===== src/rtl/core/iedq_pkg.sv =====
// Shared constants and result codes for the immediate and delayed event queue.
package iedq_pkg;

   localparam int FIFO_DEPTH_DEF  = 16;
   localparam int TIMED_DEPTH_DEF = 16;
   localparam int WORD_BITS_DEF   = 32;
   localparam int TIME_BITS_DEF   = 48;
   localparam int DELAY_BITS      = 32;
   localparam int STATUS_BITS     = 2;

   localparam logic OP_PUSH = 1'b0;
   localparam logic OP_POP  = 1'b1;

   localparam logic [STATUS_BITS-1:0] ST_DELIVERED = 2'd0;
   localparam logic [STATUS_BITS-1:0] ST_NOTHING   = 2'd1;
   localparam logic [STATUS_BITS-1:0] ST_ACCEPTED  = 2'd2;
   localparam logic [STATUS_BITS-1:0] ST_FULL      = 2'd3;

endpackage


===== src/rtl/core/immediate_and_delayed_event_queue.sv =====
// Top level of the event queue: command decode, FIFO pointers and sorted timed insert.
// A beat is taken when start is high and busy is low, and its single result appears on
// the rsp_ ports for one cycle with rsp_valid high; the receiver cannot stall it. An
// immediate push, a rejected push and a pop with both stores empty answer in the cycle
// after acceptance; any other pop first reads its store in S_FRD or S_TRD. A timed push
// into an empty store also answers in the cycle after acceptance. Otherwise it walks the
// timed memory from its tail, moving one later entry per cycle, so that every stored
// entry whose release time is later than the new one moves up one place. Both stores are
// circular buffers in synchronous memories.
module immediate_and_delayed_event_queue #(
   parameter int FIFO_DEPTH  = iedq_pkg::FIFO_DEPTH_DEF,
   parameter int TIMED_DEPTH = iedq_pkg::TIMED_DEPTH_DEF,
   parameter int WORD_BITS   = iedq_pkg::WORD_BITS_DEF,
   parameter int TIME_BITS   = iedq_pkg::TIME_BITS_DEF
) (
   input  logic                             clock,
   input  logic                             reset,
   input  logic                             start,
   output logic                             busy,
   input  logic                             req_op,
   input  logic [TIME_BITS-1:0]             req_now_ms,
   input  logic [iedq_pkg::DELAY_BITS-1:0]  req_delay_ms,
   input  logic [WORD_BITS-1:0]             req_payload,
   output logic                             rsp_valid,
   output logic [iedq_pkg::STATUS_BITS-1:0] rsp_status,
   output logic [WORD_BITS-1:0]             rsp_event_out,
   output logic                             rsp_from_timed
);

   localparam int FAW = $clog2(FIFO_DEPTH);
   localparam int FCW = $clog2(FIFO_DEPTH + 1);
   localparam int TAW = $clog2(TIMED_DEPTH);
   localparam int TCW = $clog2(TIMED_DEPTH + 1);
   localparam int EW  = TIME_BITS + WORD_BITS;

   localparam logic [2:0] S_IDLE = 3'd0;
   localparam logic [2:0] S_FRD  = 3'd1;
   localparam logic [2:0] S_TRD  = 3'd2;
   localparam logic [2:0] S_INS  = 3'd3;
   localparam logic [2:0] S_FIN  = 3'd4;

   localparam logic [FAW-1:0] F_LAST = FAW'(FIFO_DEPTH - 1);
   localparam logic [TAW-1:0] T_LAST = TAW'(TIMED_DEPTH - 1);
   localparam logic [FCW-1:0] F_FULL = FCW'(FIFO_DEPTH);
   localparam logic [TCW-1:0] T_FULL = TCW'(TIMED_DEPTH);
   localparam logic [TAW:0]   T_SPAN = (TAW + 1)'(TIMED_DEPTH);

   function automatic logic [TAW-1:0] tidx(input logic [TAW-1:0] h, input logic [TAW-1:0] off);
      logic [TAW:0] sum;
      sum = {1'b0, h} + {1'b0, off};
      if (sum >= T_SPAN) begin
         sum = sum - T_SPAN;
      end
      return sum[TAW-1:0];
   endfunction

   logic [2:0]                        state_ff, state_in;
   logic [FAW-1:0]                    fhead_ff, fhead_in, ftail_ff, ftail_in;
   logic [FCW-1:0]                    fcount_ff, fcount_in;
   logic [TAW-1:0]                    thead_ff, thead_in;
   logic [TCW-1:0]                    tcount_ff, tcount_in;
   logic [TCW-1:0]                    pos_ff, pos_in;
   logic [TIME_BITS-1:0]              now_ff, now_in, rel_ff, rel_in;
   logic [WORD_BITS-1:0]              word_ff, word_in;
   logic                              rsp_valid_ff, rsp_valid_in;
   logic [iedq_pkg::STATUS_BITS-1:0]  rsp_status_ff, rsp_status_in;
   logic [WORD_BITS-1:0]              rsp_event_ff, rsp_event_in;
   logic                              rsp_timed_ff, rsp_timed_in;

   logic                              accept;
   logic [TIME_BITS:0]                rel_sum;
   logic [TIME_BITS-1:0]              rel_sat;
   logic                              f_we, f_re;
   logic [WORD_BITS-1:0]              f_rdata;
   logic                              t_we, t_re;
   logic [TAW-1:0]                    t_waddr, t_raddr;
   logic [EW-1:0]                     t_wdata, t_rdata;
   logic [TIME_BITS-1:0]              t_rrel;
   logic [TCW-1:0]                    off_a, off_b;

   assign accept  = start && (state_ff == S_IDLE);
   assign busy    = (state_ff != S_IDLE);
   assign rel_sum = {1'b0, req_now_ms} + (TIME_BITS + 1)'(req_delay_ms);
   assign rel_sat = rel_sum[TIME_BITS] ? '1 : rel_sum[TIME_BITS-1:0];
   assign t_rrel  = t_rdata[EW-1:WORD_BITS];

   always_comb begin
      state_in      = state_ff;
      fhead_in      = fhead_ff;
      ftail_in      = ftail_ff;
      fcount_in     = fcount_ff;
      thead_in      = thead_ff;
      tcount_in     = tcount_ff;
      pos_in        = pos_ff;
      now_in        = now_ff;
      rel_in        = rel_ff;
      word_in       = word_ff;
      rsp_valid_in  = 1'b0;
      rsp_status_in = rsp_status_ff;
      rsp_event_in  = rsp_event_ff;
      rsp_timed_in  = rsp_timed_ff;
      f_we          = 1'b0;
      f_re          = 1'b0;
      t_we          = 1'b0;
      t_re          = 1'b0;
      t_waddr       = tidx(thead_ff, pos_ff[TAW-1:0]);
      t_wdata       = {rel_ff, word_ff};
      off_a         = tcount_ff - TCW'(1);
      off_b         = pos_ff - TCW'(2);
      t_raddr       = tidx(thead_ff, off_a[TAW-1:0]);
      unique case (state_ff)
         S_IDLE: begin
            if (accept) begin
               now_in       = req_now_ms;
               rel_in       = rel_sat;
               word_in      = req_payload;
               rsp_event_in = '0;
               rsp_timed_in = 1'b0;
               if (req_op == iedq_pkg::OP_POP) begin
                  if (fcount_ff != '0) begin
                     f_re     = 1'b1;
                     state_in = S_FRD;
                  end else if (tcount_ff != '0) begin
                     t_raddr  = thead_ff;
                     t_re     = 1'b1;
                     state_in = S_TRD;
                  end else begin
                     rsp_valid_in  = 1'b1;
                     rsp_status_in = iedq_pkg::ST_NOTHING;
                  end
               end else if (req_delay_ms == '0) begin
                  rsp_valid_in = 1'b1;
                  if (fcount_ff == F_FULL) begin
                     rsp_status_in = iedq_pkg::ST_FULL;
                  end else begin
                     f_we          = 1'b1;
                     ftail_in      = (ftail_ff == F_LAST) ? '0 : ftail_ff + FAW'(1);
                     fcount_in     = fcount_ff + FCW'(1);
                     rsp_status_in = iedq_pkg::ST_ACCEPTED;
                  end
               end else if (tcount_ff == T_FULL) begin
                  rsp_valid_in  = 1'b1;
                  rsp_status_in = iedq_pkg::ST_FULL;
               end else if (tcount_ff == '0) begin
                  t_we          = 1'b1;
                  t_waddr       = thead_ff;
                  t_wdata       = {rel_sat, req_payload};
                  tcount_in     = TCW'(1);
                  rsp_valid_in  = 1'b1;
                  rsp_status_in = iedq_pkg::ST_ACCEPTED;
               end else begin
                  t_re     = 1'b1;
                  pos_in   = tcount_ff;
                  state_in = S_INS;
               end
            end
         end
         S_FRD: begin
            fhead_in      = (fhead_ff == F_LAST) ? '0 : fhead_ff + FAW'(1);
            fcount_in     = fcount_ff - FCW'(1);
            rsp_valid_in  = 1'b1;
            rsp_status_in = iedq_pkg::ST_DELIVERED;
            rsp_event_in  = f_rdata;
            state_in      = S_IDLE;
         end
         S_TRD: begin
            rsp_valid_in = 1'b1;
            state_in     = S_IDLE;
            if (t_rrel <= now_ff) begin
               thead_in      = (thead_ff == T_LAST) ? '0 : thead_ff + TAW'(1);
               tcount_in     = tcount_ff - TCW'(1);
               rsp_status_in = iedq_pkg::ST_DELIVERED;
               rsp_event_in  = t_rdata[WORD_BITS-1:0];
               rsp_timed_in  = 1'b1;
            end else begin
               rsp_status_in = iedq_pkg::ST_NOTHING;
            end
         end
         S_INS: begin
            t_we = 1'b1;
            if (t_rrel > rel_ff) begin
               t_wdata = t_rdata;
               pos_in  = pos_ff - TCW'(1);
               if (pos_ff == TCW'(1)) begin
                  state_in = S_FIN;
               end else begin
                  t_raddr = tidx(thead_ff, off_b[TAW-1:0]);
                  t_re    = 1'b1;
               end
            end else begin
               tcount_in     = tcount_ff + TCW'(1);
               rsp_valid_in  = 1'b1;
               rsp_status_in = iedq_pkg::ST_ACCEPTED;
               state_in      = S_IDLE;
            end
         end
         S_FIN: begin
            t_we          = 1'b1;
            tcount_in     = tcount_ff + TCW'(1);
            rsp_valid_in  = 1'b1;
            rsp_status_in = iedq_pkg::ST_ACCEPTED;
            state_in      = S_IDLE;
         end
         default: begin
            state_in = S_IDLE;
         end
      endcase
   end

   always_ff @(posedge clock) begin
      if (reset) begin
         state_ff     <= S_IDLE;
         fhead_ff     <= '0;
         ftail_ff     <= '0;
         fcount_ff    <= '0;
         thead_ff     <= '0;
         tcount_ff    <= '0;
         pos_ff       <= '0;
         rsp_valid_ff <= 1'b0;
      end else begin
         state_ff     <= state_in;
         fhead_ff     <= fhead_in;
         ftail_ff     <= ftail_in;
         fcount_ff    <= fcount_in;
         thead_ff     <= thead_in;
         tcount_ff    <= tcount_in;
         pos_ff       <= pos_in;
         rsp_valid_ff <= rsp_valid_in;
      end
      now_ff        <= now_in;
      rel_ff        <= rel_in;
      word_ff       <= word_in;
      rsp_status_ff <= rsp_status_in;
      rsp_event_ff  <= rsp_event_in;
      rsp_timed_ff  <= rsp_timed_in;
   end

   iedq_ram #(.WIDTH(WORD_BITS), .DEPTH(FIFO_DEPTH)) u_fifo_ram (
      .clock   (clock),
      .wr_en   (f_we),
      .wr_addr (ftail_ff),
      .wr_data (req_payload),
      .rd_en   (f_re),
      .rd_addr (fhead_ff),
      .rd_data (f_rdata)
   );

   iedq_ram #(.WIDTH(EW), .DEPTH(TIMED_DEPTH)) u_timed_ram (
      .clock   (clock),
      .wr_en   (t_we),
      .wr_addr (t_waddr),
      .wr_data (t_wdata),
      .rd_en   (t_re),
      .rd_addr (t_raddr),
      .rd_data (t_rdata)
   );

   assign rsp_valid      = rsp_valid_ff;
   assign rsp_status     = rsp_status_ff;
   assign rsp_event_out  = rsp_event_ff;
   assign rsp_from_timed = rsp_timed_ff;

   a_fifo_bound: assert property (@(posedge clock) disable iff (reset)
      fcount_ff <= F_FULL) else $error("FIFO occupancy exceeds depth");

   a_timed_bound: assert property (@(posedge clock) disable iff (reset)
      tcount_ff <= T_FULL) else $error("Timed occupancy exceeds depth");

   a_rsp_idle: assert property (@(posedge clock) disable iff (reset)
      rsp_valid_ff |-> state_ff == S_IDLE) else $error("Result shown while busy");

   a_accept_progress: assert property (@(posedge clock) disable iff (reset)
      accept |=> (rsp_valid_ff || busy)) else $error("Accepted beat was dropped");

   a_timed_flag: assert property (@(posedge clock) disable iff (reset)
      (rsp_valid_ff && rsp_timed_ff) |-> rsp_status_ff == iedq_pkg::ST_DELIVERED)
      else $error("Timed flag without delivery");

endmodule


===== src/rtl/core/iedq_ram.sv =====
// Simple dual-port synchronous RAM with one write port and one registered read port.
module iedq_ram #(
   parameter int WIDTH = 32,
   parameter int DEPTH = 16
) (
   input  logic                     clock,
   input  logic                     wr_en,
   input  logic [$clog2(DEPTH)-1:0] wr_addr,
   input  logic [WIDTH-1:0]         wr_data,
   input  logic                     rd_en,
   input  logic [$clog2(DEPTH)-1:0] rd_addr,
   output logic [WIDTH-1:0]         rd_data
);

   logic [WIDTH-1:0] mem [DEPTH];
   logic [WIDTH-1:0] rd_data_ff;

   always_ff @(posedge clock) begin
      if (wr_en) begin
         mem[wr_addr] <= wr_data;
      end
      if (rd_en) begin
         rd_data_ff <= mem[rd_addr];
      end
   end

   assign rd_data = rd_data_ff;

endmodule

===== config.mk =====
export PLATFORM = sky130hd
export DESIGN_NAME = immediate_and_delayed_event_queue
export DESIGN_NICKNAME = d
export VERILOG_FILES = /design/src/rtl/core/iedq_pkg.sv /design/src/rtl/core/immediate_and_delayed_event_queue.sv /design/src/rtl/core/iedq_ram.sv
export SDC_FILE = /design/constraint.sdc
export NUM_CORES = 2
export LEC_CHECK = 0
export BUFFER_PORTS_ARGS = -buffer_cell sky130_fd_sc_hd__buf_2
export CAP_MARGIN = 30
export CORE_ASPECT_RATIO = 0.6
export CORE_MARGIN = 3
export CORE_UTILIZATION = 56
export DETAILED_ROUTE_END_ITERATION = 16
export PLACE_DENSITY = 0.8
export SLEW_MARGIN = 30
export SYNTH_ARGS = -nofsm -noshare
export SYNTH_HDL_FRONTEND = slang
export SYNTH_SLANG_ARGS = --single-unit

===== constraint.sdc =====
create_clock -name clock -period 7.4 [get_ports clock]
set_input_delay 1.85 -clock clock [delete_from_list [all_inputs] [get_ports clock]]
set_output_delay 1.85 -clock clock [all_outputs]
set_load 0.005 [all_outputs]

==> results.md <==
- The number of setup buffers added after CTS is 0.
- The reported leakage power is 33.1 nW.
- The initial utilization of the core area, before any placement, comes to 0.566.
- In this run, placement finished with an instance count of 6849.
- In this run the core area contains 110 standard-cell rows.
- Setup total negative slack on the finished layout was measured at 0 ns.
- The max-slew violation count is 0.
- The path class of the lowest-slack min-delay path is register to register.
- The switching power is 0.0133 W.
- Gates resized during post-CTS repair numbered 0.
- The critical path launch point is u_timed_ram.rd_data[77].
- The DRC violation count after routing is 0.
- Power spread over the standard cell area amounts to 409 nW/um^2.
- The synthesized net count is 5076.
- The longest clock path from root to sink contains 3 buffers.
- The share of the Yosys chip area taken by registers is 0.737.
- Of the post-synthesis cell area, the dominant cell type holds 0.730.
- For hold timing, the worst endpoint is fcount_ff[2].
- The detailed-route via count is 48000.
- The run finished with clean final reports.
- The total number of nets in the final design is 5285.
- The transition time of the tightest slew-check pin is 1.19 ns.
- Across all register-to-register paths, the minimum setup slack is 1.58 ns.
- The startpoint of the worst hold path is fcount_ff[2].
- The logic depth of the worst register-to-register path is 11.
- The worst reg2reg path startpoint is u_timed_ram.rd_data[77].
- Yosys attributes the largest share of cell area to edfxtp_1 (73%), mux2i_1 (7.7%), mux4_2 (4.2%).
- The number of antenna violations at the first check in global routing was 5.
- The tool flagged a number of max-cap violations equal to 0.
- The routed design could run at a clock period as short as 5.82 ns.
- The total wire length after detailed routing is 217000 microns.
- The synthesized area per cell is 17.7 sq um.
- In this run the worst path has a maximum fanout of 120.
- The total global-route track usage is 0.274.
- Setup repair after global routing left no endpoint under its margin.
- Setup violations remaining at the end of the flow were counted as 0.
- The number of global-route vias before repair is 46600.
- After clock tree synthesis, the flow added hold-fix buffers numbering 0.
- IR analysis of the VDD net gives a maximum drop of 621 uV.
- In the post-synthesis netlist, the cell with the most instances is edfxtp_1.
- The critical path is of the register to register type.
- The first detailed-routing pass ran for 6 iterations.
- For this run, the number of standard cells in the final layout without fillers is 7181.
- The register share of total power is 0.408.
- The cell type with the largest total area after synthesis is edfxtp_1.
- The clock reaches the later pin of the worst-skew pair after 0.83 ns.
- In the finished design, the share of the clock period the worst path needs comes to 0.787.
- The total power is 0.0387 W.
- The buffers plus inverters on the worst setup path is 1.
- The met3 global-route usage is 0.0650.
- The flop and latch count out of synthesis is 2098.
- In this run the number of cells on the critical path is 11.
- The critical path goes through ha_1 -> nand4_1 -> o221ai_2 -> o21bai_1 -> a31oi_4 -> mux2i_4 -> buf_12 -> mux2i_1 -> o22a_1 -> o221ai_1 -> or3_1.
- The number of unique standard cell types used by synthesis is 79.
- The worst setup path is captured at a register.
- The number of cells on the worst hold path is 2.
- The die covers 157000 sq um.
- Of the total power, the share spent switching nets is 0.344.
- The maximum clock skew at final layout is 0.0621 ns.
- The total internal power is 0.0254 W.
- The most used routing layer is met1.
- The share of total power dissipated in the clock network is 0.238.
- The endpoint of the most critical register-to-register path is u_timed_ram.rd_data[76].
- The initial detailed-routing violation count is 7824.
- The cell area that synthesis handed to floorplanning was 85000 sq um.
- The final weighted congestion of routability-driven global placement is 0.906.
- The category of cells accounting for the largest share of critical-path delay is compound AO/OA/AOI/OAI gates.
- Summed over all nets, the half-perimeter wirelength after detailed placement is 119000 microns.
- The number of top-level pins is 153.
- The width of the die is 509 microns.
- The met2 demand-to-capacity share in global routing is 0.407.
- Once placement finished, the instance area stood at 88900 sq um.
- The number of buffers created by CTS is 176.
- The global-route met1 utilization is 0.413.
- The layout-stage area growth over the synthesis result is 11.4%.
- After detailed routing, the average wire length per cell comes to 30.2 microns.
- Clock tree synthesis found a total of 2098 sinks.
- Counting flops with a built-in enable in the synthesized netlist gives 2067.
- The count of nets left with antenna violations after detail routing is 0.
- Of the cells placed in the final design, the portion with a size suffix greater than 1 is 0.149.
- After synthesis, the share of flip-flops with an asynchronous set or reset is 0.
- In this run the tightest slew margin relative to its limit is 0.204.
- The clock-pin slew on the worst setup and hold paths is 0.07 ns.
- The clock tree from TritonCTS is built.
- The global-route wire length before repair is 316000 microns.
- Using the TritonRoute via totals, the vias-per-cell ratio works out to 6.68.
- The clock tree synthesis step divided the H-tree into 4 levels.
- The total overflow reported by the global router is 0.
- The die is 308 microns tall.
- The most frequently used flop master after synthesis is edfxtp_1.
- The area of the core region is 150000 sq um.
- Entering global routing, the biggest net connects 121 pins.
- The count of final hold-check violations was 0.
- The startpoint type of the worst setup path is a register.
- The port buffer count is 152.
- Data on the critical path arrives at its endpoint at 6.38 ns.
- The count of mapped cells out of synthesis is 4804.
- On the critical path, the stage with the largest delay is an instance of mux2i_4.
- The largest incremental delay on the critical path is 0.79 ns.
- Of the total power, combinational logic draws 0.353.
- By count the netlist is led by edfxtp_1 (2067), mux2i_1 (650), nand2_1 (203).
- At the worst endpoint, the required time is 7.96 ns.
- The utilization after layout is 0.630.
- The number of synthesis warnings is 0.
- Derived from the worst setup path, the maximum achievable clock frequency is 0.172 GHz.
- After routing the design area is 94700 sq um.
- The clock root buffer master is clkbuf_16.
routing by layer:
| metal | routed length, microns | vias up |
|---|---|---|
| met5 | 13 | - |
| met4 | 5540 | 2 |
| met3 | 27800 | 455 |
| met2 | 97700 | 3543 |
| met1 | 85700 | 24200 |
| li1 | - | 19800 |
registers in the layout, indices dropped and copies added (netlist names), 5 cells and up:
signal and count:
u_timed_ram.rd_data 80, now_ff 48, u_fifo_ram.mem 512, word_ff 32, rsp_event_out 32, pos_ff 5
u_fifo_ram.rd_data 32, rel_ff 48, tcount_ff 5, u_timed_ram.mem 1280, fcount_ff 5
worst max-delay path by stage:
| stage | end | slack, ns |
|---|---|---|
| final | u_timed_ram.rd_data[76] | 1.58 |
| after global placement | u_timed_ram.mem[11][41] | 1.28 |
| after CTS | u_timed_ram.rd_data[76] | 1.60 |
| after global routing | u_timed_ram.rd_data[76] | 1.51 |
| after detailed placement | u_timed_ram.mem[9][38] | 1.17 |
| after floorplan | u_timed_ram.mem[3][0] | 0.24 |
cell type report:
cell class / count / area, sq um
clock buffer: 217 / 4660
antenna: 4 / 10.0
fill: 10000 / 55600
sequential: 2098 / 62700
timing repair buffer: 266 / 2160
tap: 2016 / 2520
clock inverter: 109 / 1000
multi-input combinational: 2342 / 21100
inverter: 129 / 489
per-stage QoR:
stage | worst slack, ns | hold slack (ns)
final | 1.58 | 0.532
after global routing | 1.51 | 0.570
after CTS | 1.60 | 0.533
after detailed placement | 1.17 | 0.525
after global placement | 1.28 | 0.512
after floorplan | 0.243 | 0.491
worst reg2reg max path, stage by stage, from the launching register on:
cell	delay [ns]
edfxtp_1	0.51
ha_1	0.37
nand4_1	0.35
o221ai_2	0.70
o21bai_1	0.39
a31oi_4	0.42
mux2i_4	0.80
buf_12	0.56
mux2i_1	0.77
o22a_1	0.20
o221ai_1	0.15
or3_1	0.37
cell families (layout without fill, tap and decap cells):
| logic type | after synthesis | after routing | share of synthesized area |
|---|---|---|---|
| xor+xnor | 51 | 51 | 0.00525 |
| buf+inv | 364 | 721 | 0.0184 |
| fa+ha+maj | 156 | 156 | 0.0234 |
| compound gates | 754 | 754 | 0.0634 |
| mux | 812 | 812 | 0.119 |
| simple gates | 569 | 569 | 0.0329 |
| flops | 2098 | 2098 | 0.737 |
| other cells | 0 | 4 | 0 |
layout by cell type (no fill, tap or decap), types with 86 or more instances in the layout:
master     synthesis  final
buf_2             74    152
or3_1             86     86
mux2i_1          650    649
clkbuf_16          0    181
edfxtp_1        2067   2067
nand2_1          203    201
o22ai_1          163    163
mux4_2           160    160
inv_1            127    125
a21oi_1          103    103
ha_1             151    151
power by group through the flow:
stage	sequential (W)	combinational [W]	clock, W
after global placement	0.0160	0.0128	0
after global routing	0.0158	0.0145	0.00977
after detailed placement	0.0160	0.0133	0
final	0.0158	0.0137	0.00923
after CTS	0.0158	0.0134	0.00930
after floorplan	0.0157	0.00948	0
Power figures use the tool's default switching activity.
